File: src/rtl/compass_heading_smoother_macros.svh
// Assertion macros shared by the compass heading smoother RTL.
`ifndef COMPASS_HEADING_SMOOTHER_MACROS_SVH
`define COMPASS_HEADING_SMOOTHER_MACROS_SVH
// Implication checked on every clock edge outside reset.
`define CHS_ASSERT_IMP(label, clk, rst_n, ante, cons, msg) \
  label: assert property (@(posedge clk) disable iff (!rst_n) (ante) |-> (cons)) \
    else $error(msg);
// Implication whose consequence is checked in the cycle after the antecedent.
`define CHS_ASSERT_NXT(label, clk, rst_n, ante, cons, msg) \
  label: assert property (@(posedge clk) disable iff (!rst_n) (ante) |=> (cons)) \
    else $error(msg);
`endif

File: src/rtl/chs_pkg.sv
// Shared types and constants of the compass heading smoother.
package chs_pkg;
  localparam int CordicSteps = 24;
  localparam logic signed [35:0] Q24PiHalf = 36'sd26353589;
  localparam logic signed [35:0] Q24TwoPi  = 36'sd105414357;

  // Register indexes on the configuration port.
  localparam logic [2:0] REG_X_LOW  = 3'd0;
  localparam logic [2:0] REG_X_HIGH = 3'd1;
  localparam logic [2:0] REG_Y_LOW  = 3'd2;
  localparam logic [2:0] REG_Y_HIGH = 3'd3;
  localparam logic [2:0] REG_OFFSET = 3'd4;

  // One queued sample: raw readings plus the calibration it was taken with.
  typedef struct packed {
    logic signed [19:0] mag_x;
    logic signed [19:0] mag_y;
    logic signed [16:0] x_low;
    logic signed [16:0] x_high;
    logic signed [16:0] y_low;
    logic signed [16:0] y_high;
    logic signed [10:0] offset;
  } sample_t;

  function automatic logic signed [35:0] atan_q24(input logic [4:0] i);
    logic signed [35:0] r;
    begin
      unique case (i)
        5'd0: r = 36'sd13176795;
        5'd1: r = 36'sd7778716;
        5'd2: r = 36'sd4110060;
        5'd3: r = 36'sd2086331;
        5'd4: r = 36'sd1047214;
        5'd5: r = 36'sd524117;
        5'd6: r = 36'sd262123;
        5'd7: r = 36'sd131069;
        default: r = (i < 5'd24) ? (36'sd1 <<< (5'd24 - i)) : 36'sd0;
      endcase
      return r;
    end
  endfunction
endpackage

File: src/rtl/chs_queue.sv
// Two-entry queue between the sample front end and the heading engine.
module chs_queue (
  input  logic             clk,
  input  logic             rst_n,
  input  logic             wr_valid,
  output logic             wr_ready,
  input  chs_pkg::sample_t wr_data,
  output logic             rd_valid,
  input  logic             rd_ready,
  output chs_pkg::sample_t rd_data
);
  chs_pkg::sample_t mem_r [2];
  logic       wp_r, rp_r;
  logic [1:0] cnt_r;

  assign wr_ready = (cnt_r != 2'd2);
  assign rd_valid = (cnt_r != 2'd0);
  assign rd_data  = mem_r[rp_r];

  always_ff @(posedge clk) begin
    if (wr_valid && wr_ready) begin
      mem_r[wp_r] <= wr_data;
    end
  end

  always_ff @(posedge clk) begin
    if (!rst_n) begin
      wp_r  <= 1'b0;
      rp_r  <= 1'b0;
      cnt_r <= 2'd0;
    end else begin
      if (wr_valid && wr_ready) wp_r <= ~wp_r;
      if (rd_valid && rd_ready) rp_r <= ~rp_r;
      cnt_r <= cnt_r + 2'(wr_valid && wr_ready) - 2'(rd_valid && rd_ready);
    end
  end
endmodule

File: config.mk
export PLATFORM = sky130hd
export DESIGN_NAME = chs_queue
export DESIGN_NICKNAME = d
export VERILOG_FILES = /design/src/rtl/compass_heading_smoother_macros.svh /design/src/rtl/chs_pkg.sv /design/src/rtl/chs_queue.sv
export SDC_FILE = /design/constraint.sdc
export NUM_CORES = 1
export LEC_CHECK = 0
export BUFFER_PORTS_ARGS = -buffer_cell sky130_fd_sc_hd__clkbuf_2
export CORE_UTILIZATION = 40
export DETAILED_ROUTE_END_ITERATION = 7
export GPL_ROUTABILITY_DRIVEN = 0
export PLACE_DENSITY_LB_ADDON = 0.3
export SETUP_SLACK_MARGIN = 0.02
export SYNTH_ARGS = -nofsm -noshare
export SYNTH_HDL_FRONTEND = slang
export SYNTH_SLANG_ARGS = --single-unit
File: constraint.sdc
create_clock -name clk -period 7.8 [get_ports clk]
set_input_delay 1.56 -clock clk [delete_from_list [all_inputs] [get_ports clk]]
set_output_delay 1.56 -clock clk [all_outputs]
set_load 0.005 [all_outputs]
Yosys cells after proc, flatten, opt, wreduce, memory -nomap -nowiden

Memories as Yosys holds them, arrays and structs flattened. A register that Yosys moved wholly into a read port is not among the register bits.
Index checks and enable logic that the tools add are counted.
Widths: inputs -> output; s select.

Output and inout bits: 121
RAM bits: 238
Memories kept: 1
Input bits: 123
Register bits: 4

Memories:

| name  | words | bits a word | rd ports | clocked after Yosys merged registers in | wr ports | line            | source |
|---|---|---|---|---|---|---|---|
| mem_r | 2     | 119         | 1        | 1                                       | 1        | chs_queue.sv:12 | `chs_pkg::sample_t mem_r [2];` |

Multiplexer cells: 4
Equality and inequality tests: 1
Bitwise gates (word level): 2
$add $sub $neg: 2
Reduce and logical (&&, ||, !) cells: 3

Operators by type and width:

| kind               | count |
|---|---|
| $mux 1             | 4 |
| $add 2x1->2        | 1 |
| $logic_and 1x1->1  | 2 |
| $ne 2x2->1 const B | 1 |
| $not 1->1          | 2 |
| $reduce_bool 2->1  | 1 |
| $sub 2x1->2        | 1 |

Depth between registers and ports, before layout

Gate-level depths: netlist of run 1.

Depth after elaboration: 4
Depth in mapped cells: 8

Worst setup path after synthesis of run 1

Ideal clock, no wire load.

Kind: input to register
Start point: in wr_valid
End point: mem mem_r[0][0] (netlist bit), enable pin
Cell stages on the path: 2
Data arrival time: 6.601 ns
Slack: 0.601 ns
Library setup time: 0.598 ns
Path buffers: 0
Path through: nand2_1 -> nor2_1

Longest elaborated chain between the ends: 3

Ends and longest elaborated chain:

| item                         | line            | source |
|---|---|---|
| start, declared              | chs_queue.sv:5  | `input logic wr_valid,` |
| $logic_and 1x1->1            | chs_queue.sv:21 | `if (wr_valid && wr_ready) begin` |
| $mux 1                       | chs_queue.sv:21 |  |
| $mux 1 (implied by the code) | chs_queue.sv:22 | `mem_r[wp_r] <= wr_data;` |
| end, declared                | chs_queue.sv:12 |  |

Every way passes these cells.

==> results of run 1 <==
kinds of logic after synthesis:
| kind of cell | synth area share, % |
|---|---|
| AO/OA/AOI/OAI | 0.0844 |
| XOR/XNOR | 0.295 |
| adder cells (fa/ha/maj) | 0.281 |
| buffers and inverters | 2.00 |
| flip-flops | 81.5 |
| multiplexers | 15.2 |
| AND/OR/NAND/NOR | 0.689 |
power by group:
group | internal, uW | switching (uW)
clock | 787 | 467
sequential | 1640 | 89.5
combinational | 359 | 312
total | 2790 | 869
registers in the layout (all words and copies together) (netlist names), named ones only:
| signal | flops |
|---|---|
| cnt_r | 2 |
| wp_r | 1 |
| mem_r | 238 |
| rp_r | 1 |
layer usage:
layer  vias to the layer above  track usage [%]  wire length, um
li1                       2088                -                -
met1                      2240             15.2             6200
met2                       152             25.4             8300
met3                        26             4.19             1300
met4                         0             4.40              339
met5                         -                0                0
final timing paths:
path | to | slack, ns | cells past startpoint
worst max-delay path | rd_data[46] | 3.54 | 3
worst min-delay path | wp_r | 0.53 | 2
worst max register to register | mem_r[1][21] | 5.30 | 3
worst min register to register | wp_r | 0.53 | 2
cells in the mapped netlist (all sizes together) (2+ instances only):
cell,number
and2,2
buf,2
clkbuf,11
dfxtp,5
edfxtp,238
ha,2
mux2,119
nand2,2
nand2b,2
nor2b,2
xnor2,3
metrics by stage:
stage	setup slack [ns]	hold slack [ns]	power, uW
finish	3.54	0.530	3660
global placement	3.99	0.506	2430
detailed placement	3.94	0.531	2450
floorplan	0.601	0.455	2190
CTS	3.39	0.540	3720
global route	3.29	0.581	3820
critical path, delay by kind of cell (launching register included):
family | cells | cell delay (ns)
buffers and inverters | 2 | 0.72
muxes | 1 | 0.41
DFF | 1 | 1.04
layout by cell type, fill, tap and decap left out, drive strengths merged, types with 2 or more instances in the layout:
master,synthesis,routed
bufinv,0,6
nand2b,2,2
clkinv,0,7
xnor2,3,3
and2,2,2
edfxtp,238,238
clkinvlp,0,3
nor2b,2,2
nand2,2,2
dfxtp,5,5
ha,2,2
mux2,119,119
clkbuf,11,272
buf,2,4
area by class of cell:
| type | count | area [um2] | area share (%) |
|---|---|---|---|
| Tap cell | 280 | 350 | 3.12 |
| Multi-Input combinational cell | 137 | 1480 | 13.2 |
| Clock inverter | 16 | 239 | 2.13 |
| Clock buffer | 29 | 641 | 5.71 |
| Sequential cell | 243 | 7250 | 64.7 |
| Timing Repair Buffer | 247 | 1250 | 11.1 |
| Inverter | 1 | 3.75 | 0.0335 |
==> flow_results.org, run 1 <==
** Clock tree
- Largest buffer count on any clock path :: 3
- Post-CTS timing repair inserted 0 buffers for setup.
- Skew-Pair Late Insertion Delay :: 0.50 ns
- Clock transition at the registers of the reported paths :: 0.06 ns
- Clock tree from TritonCTS :: yes
- Clock tree synthesis found a total of 243 sinks.
- Root buffer cell :: sky130_fd_sc_hd__clkbuf_16
- The number of gates resized after CTS was 0.
- TritonCTS created 25 clock buffers.
- # H-tree levels :: 1
- Cts hold-fix bufs :: 0

** Layout
- Compared with the post-synthesis result, the final layout area differs by 26.1%.
- At the end of the flow the core is filled with cells to 51.4%.
- Cell Count, Final, Fillers Out :: 953
- The post-route netlist has 60.8% of its cells at a drive strength greater than 1.
- After the last flow step, the layout net total stands at 780.
- The finished cells cover 11,200 um2.
- Fill cells in the final layout number 1,803.
- Ant. Diodes :: 0

** Placement
- The placed instances occupy a cell area of 10,300 um2.
- Summed over all nets, the half-perimeter wirelength after detailed placement is 10,500 um.
- In this run, placement finished with an instance count of 908.
- Port buffering added 243 buffers.

** Setup path
- Worst setup path category :: flop to output port
- The worst setup path is captured at an output port.
- Among all stages on the critical path, the largest delay is contributed by sky130_fd_sc_hd__dfxtp_4.
- On the worst path, the slowest cell contributes a delay of 1.04 ns.
- Startpoint kind of the worst setup timing path :: flop
- The critical path goes through buf_4 > mux2_2 > clkbuf_2.
- Worst-path maximum fanout :: 79
- Worst r2r src :: cnt_r[0]
- Worst endpoint data arrival time :: 2.70 ns
- Data required time at the worst endpoint :: 6.24 ns

** Floorplan
- The floorplan step defined a die boundary enclosing 22,800 um2.
- 244 I/O pins were placed.
- Chip height :: 151 um
- Area of the placeable core :: 21,800 um2
- Standard-cell rows :: 54
- Horizontal die dimension :: 151 um
- The initial utilization of the core area, before any placement, comes to 40.8%.

** Detailed routing
- Once detail routing completed, the nets flagged for antenna violations numbered 0.
- After detailed routing, the number of vias per cell comes to 4.73.
- Detailed Route WL :: 16,100 um
- First-pass iteration count of the detailed router :: 4
- Count of routing violations after the opening detailed-route iteration :: 153
- Average wire per cell in the routed design :: 16.9 um
- Number of design rule violations left after detail routing :: 0
- The routed layout has 4,506 vias.

** STA
- Setup repair after global routing left no endpoint under its margin.
- Actual slew at the worst max-slew pin :: 1.25 ns
- Static timing analysis puts the maximum clock frequency at 235 MHz.
- Share of the clock period used by the worst path after layout :: 54.6%
- Count of endpoints failing setup in the final report :: 0
- Fin. max-slew vios :: 0
- Counting I/O delays and the setup requirement, the final critical path takes 4.26 ns.
- Clock skew on the completed layout was measured at 0.00661 ns.
- The number of hold-slack violations in the final timing report is 0.
- The worst pin sits at a relative slew slack of 16.9%.
- TNS Setup :: 0 ns

** Run status
- Status :: finished, final reports clean

** Pwr
- Summed over all cells, the static leakage comes to 0.00422 uW.
- Peak supply drop :: 0.000160 V
- Pwr/cell area :: 326 nW/um2

** Logic synthesis
- Synthesis handed over a netlist of 394 instances.
- Register bit total from synthesis :: 243
- Number of enable-type register cells in the synthesized netlist :: 238
- In this run, distinct cell masters in the synthesized netlist total 17.
- Post-synthesis async set-or-reset flop share :: 0%
- After synthesis, flip-flops and latches occupy 81.5% of the total area.
- A synthesized cell averages 22.6 um2.
- Top flip-flop cell by instance count after synthesis :: sky130_fd_sc_hd__edfxtp_1
- The top cell type by area accounts for 80.3% of the synthesized area.
- During synthesis, Yosys emitted a total of 0 warnings.
- Mapped Area :: 8890 um2
- Syn Nets :: 519
- Post-synth top area cell :: sky130_fd_sc_hd__edfxtp_1
- By area the synthesized netlist is led by sky130_fd_sc_hd__edfxtp_1 (80%), sky130_fd_sc_hd__mux2_2 (15%), sky130_fd_sc_hd__clkbuf_8 (1.7%).

** Global route
- Total routing resource utilization after global routing :: 13.8%
- The via count of the first global-routing pass was 4,819.
- Maximum number of pins on one net before global-route repair :: 91
- Summed over all layers, the global routing overflow is 0.
- The initial antenna violation count came to 0.
- Wire length of the first global-routing pass :: 24,200 um

** Hold path
- Startpoint of the tightest hold check path :: wp_r
- The worst hold path belongs to the class flop to flop.

** Job
- Max Cap Violations :: 0
Power figures use the tool's default switching activity.
==> run 2, diff against run 1 <==
Clock period 7.8 ns to 3.6 ns, I/O delays scaled along.
==> run 2 against run 1 <==
Effect of this change: die area stayed put; clock power grew 91%; non-clock buffer count increased by 2; highest routed layer unchanged; critical path depth unchanged; critical path type unchanged.
==> flow_results.org, run 2 (same netlist as run 1, synthesis figures left out) <==
** STA
- Count of endpoints failing setup in the final report :: 0 (unchanged)
- The worst relative slew slack is 42.8% (+26 points).
- The transition time at the pin with the least slew margin came to 0.858 ns (-0.389 ns).
- The final total negative setup slack was 0 ns (unchanged).
- Post-layout min period :: 2.79 ns
- Hold Vio Cnt, Final :: 0 (unchanged)
- Fin. max-slew vios :: 0 (unchanged)
- Static timing analysis puts the maximum clock frequency at 358 MHz.
- Of the available clock period, the critical path in the final layout requires 77.6%.
- RSZ-0062 raised after global routing :: false
- Worst-case clock skew :: 0.00995 ns (+0.00334 ns)

** Detailed routing
- Detailed Route WL :: 16,400 um (+1.4%)
- The post-detailed-route via-to-cell ratio came to 4.72 (-0.26%).
- Average wire per cell in the routed design :: 17.2 um (+1.3%)
- Count of routing violations after the opening detailed-route iteration :: 124 (-19%)
- The total via count after detailed routing is 4,499 (-0.16%).
- The post-route antenna net violation count came to 0 (unchanged).
- The first-pass iteration count of the detailed router is 4 (unchanged).
- Number of design rule violations left after detail routing :: 0 (unchanged)

** Pwr
- Sw power :: 1840 uW (+110%)
- Pwr/cell area :: 683 nW/um2 (+110%)
- The maximum vdd drop is 0.000409 V (+160%).
- The leakage power summed over all cells came to 0.00418 uW (-0.78%).
- The sequential share of power is 48.4% (+1.0 points).
- Switching part of the total power :: 24.2% (+0.47 points)
- The internal portion of total power was 5770 uW (+110%).
- Clk pwr share :: 31.4% (-2.9 points)
- Portion of total power attributed to combinational logic :: 20.2% (+1.8 points)
- Power Total :: 7610 uW (+110%)

** Setup path
- Setup slack on the worst flop-to-flop path :: 1.69 ns (-3.61 ns)
- Worst Setup End Kind :: output port
- The top fanout value on the critical path was 33 (-58%).
- Critical Path Slowest Stage Cell :: sky130_fd_sc_hd__dfxtp_4
- The worst stage delay on the critical path was 0.63 ns (-0.41 ns).
- Critical-path cell list :: buf_4 > mux2_2 > clkbuf_2
- Data required time at the worst endpoint :: 2.88 ns (-3.36 ns)
- The worst register-to-register path begins at cnt_r[0].
- In this run the critical register-to-register path is captured at mem_r[0][36].
- The data arrival time of the critical path came to 2.07 ns (-0.63 ns).
- The setup path with the least slack is of type flop to output port.
- The worst reg-to-reg path cell count was 4 (+1).
- STA classifies the critical path startpoint as a flop.

** Floorplan
- Area of the placeable core :: 21,800 um2 (unchanged)
- The initial standard-cell utilization of the core is 40.8% (unchanged).
- The height of the die came to 151 um (unchanged).
- Die footprint :: 22,800 um2 (unchanged)
- The number of placed I/O pins was 244 (unchanged).
- The cell row count came to 54 (unchanged).
- Horizontal die dimension :: 151 um (unchanged)

** Layout
- In the layout the commonest cells are sky130_fd_sc_hd__clkbuf_2 (243), sky130_fd_sc_hd__edfxtp_1 (238), sky130_fd_sc_hd__mux2_2 (119).
- Post-route design area :: 11,100 um2 (-0.63%)
- From synthesis to final layout, the design area changed by 25.3%.
- Area of combinational cells with multiple inputs :: 1480 um2 (unchanged)
- Register bank with the most flops :: mem_r
- The share of layout cells above drive strength 1 was 59.6% (-1.1 points).
- The largest registers in the layout are mem_r x238, cnt_r x2.
- Fill cell count :: 1,789 (-0.78%)
- The net total in the final layout came to 782 (+0.26%).
- Ant. Diodes :: 0 (unchanged)
- The area used by sequential logic in the layout came to 7250 um2 (unchanged).
- Commonest non-fill, non-tap cell in the layout :: sky130_fd_sc_hd__clkbuf_2
- The flip-flop count of the largest register, all copies and words added is 238 (unchanged).

** Clock tree
- Root buffer cell :: sky130_fd_sc_hd__clkbuf_16
- The clock sink total is 243 (unchanged).
- The number of post-CTS setup repair buffers was 0 (unchanged).
- The clock transition time at the flip-flop clock pins of the worst setup and hold paths came to 0.06 ns (about the same).
- The clock network latency to the later pin of the worst-skew pair is 0.51 ns (about the same).
- The deepest clock path buffer count was 3 (unchanged).
- The number of buffers added by the clock tree synthesis step came to 25 (unchanged).
- The number of hold buffers added after cts came to 0 (unchanged).
- TritonCTS built the clock tree.
- The number of levels in the clock H-tree is 1 (unchanged).
- The post-cts sizing count was 0 (unchanged).

** Hold path
- Worst Hold Path EP :: mem_r[0][0]
- In this run the worst hold path is classified as primary input to flop.
- Startpoint of the tightest hold check path :: wr_data[0]
- Cells on Worst Hold Path :: 1 (-1)

** Global route
- Via count of the first global-routing pass :: 4,665 (-3.2%)
- Maximum number of pins on one net before global-route repair :: 62 (-32%)
- Total routing resource utilization after global routing :: 14.0% (+0.13 points)
- Total gr overflow :: 0 (unchanged)
- Wire length of the first global-routing pass :: 24,300 um (+0.26%)
- The initial antenna violation count is 0 (unchanged).

** Placement
- Detailed placer's ending HPWL :: 11,000 um (+4.3%)
- The cell area after placement was 10,400 um2 (+0.51%).
- Port Buffer Count :: 243 (unchanged)

** Job
- The max-cap check violation count was 0 (unchanged).

** Run status
- Status :: finished, final reports clean
[run 2: worst max-delay path: cells and delay by family, from the launching register on]
| family | cells | cell delay (ns) |
|---|---|---|
| muxes | 1 | 0.39 |
| buffers and inverters | 2 | 0.52 |
| DFF | 1 | 0.63 |
[run 2: area by class of cell]
cell class	count	share of cell area [%]
clock inverter	12	0.943
inverter	1	0.0337
clock buffer	32	5.85
timing repair buffer	249	11.7
sequential	243	65.1
multi-input combinational	137	13.3
tap	280	3.14
[run 2: layer usage]
| metal | routed length [um] | vias to the layer above | track usage (%) | share of wire [%] |
|---|---|---|---|---|
| met1 | 6410 | 2199 | 16.3 | 39 |
| li1 | - | 2090 | - | - |
| met5 | 0 | - | 0 | 0 |
| met2 | 7990 | 180 | 23.9 | 49 |
| met4 | 415 | 0 | 4.65 | 2.5 |
| met3 | 1550 | 30 | 4.97 | 9.5 |
[run 2: power by group through the flow]
stage / Clock (uW) / Sequential [uW] / Combinational, uW
2_1_floorplan: 0 / 3690 / 1010
3_3_place_gp: 0 / 3730 / 1540
3_5_place_dp: 0 / 3750 / 1570
4_1_cts: 2470 / 3700 / 1580
5_1_grt: 2580 / 3730 / 1690
6_report: 2390 / 3690 / 1540
[run 2: worst max path at each step]
stage | from | endpoint | depth (start not counted)
after CTS | flop | rd_data[111] | 3
after global routing | flop | rd_data[94] | 3
after detailed placement | flop | rd_data[111] | 3
after global placement | flop | rd_data[5] | 3
after floorplan | wr_valid | mem_r[0][0] | 2
final | flop | rd_data[94] | 3
[run 2: stage by stage]
stage / utilization (%) / setup WS (ns) / hold slack, ns / std cells
floorplan: - / 0.572 / 0.488 / 394
global placement: 47.6 / 1.33 / 0.504 / 910
detailed placement: 47.6 / 1.31 / 0.529 / 910
CTS: 51.1 / 0.755 / 0.375 / 954
global route: 51.1 / 0.689 / 0.379 / 954
finish: 51.1 / 0.805 / 0.402 / 954
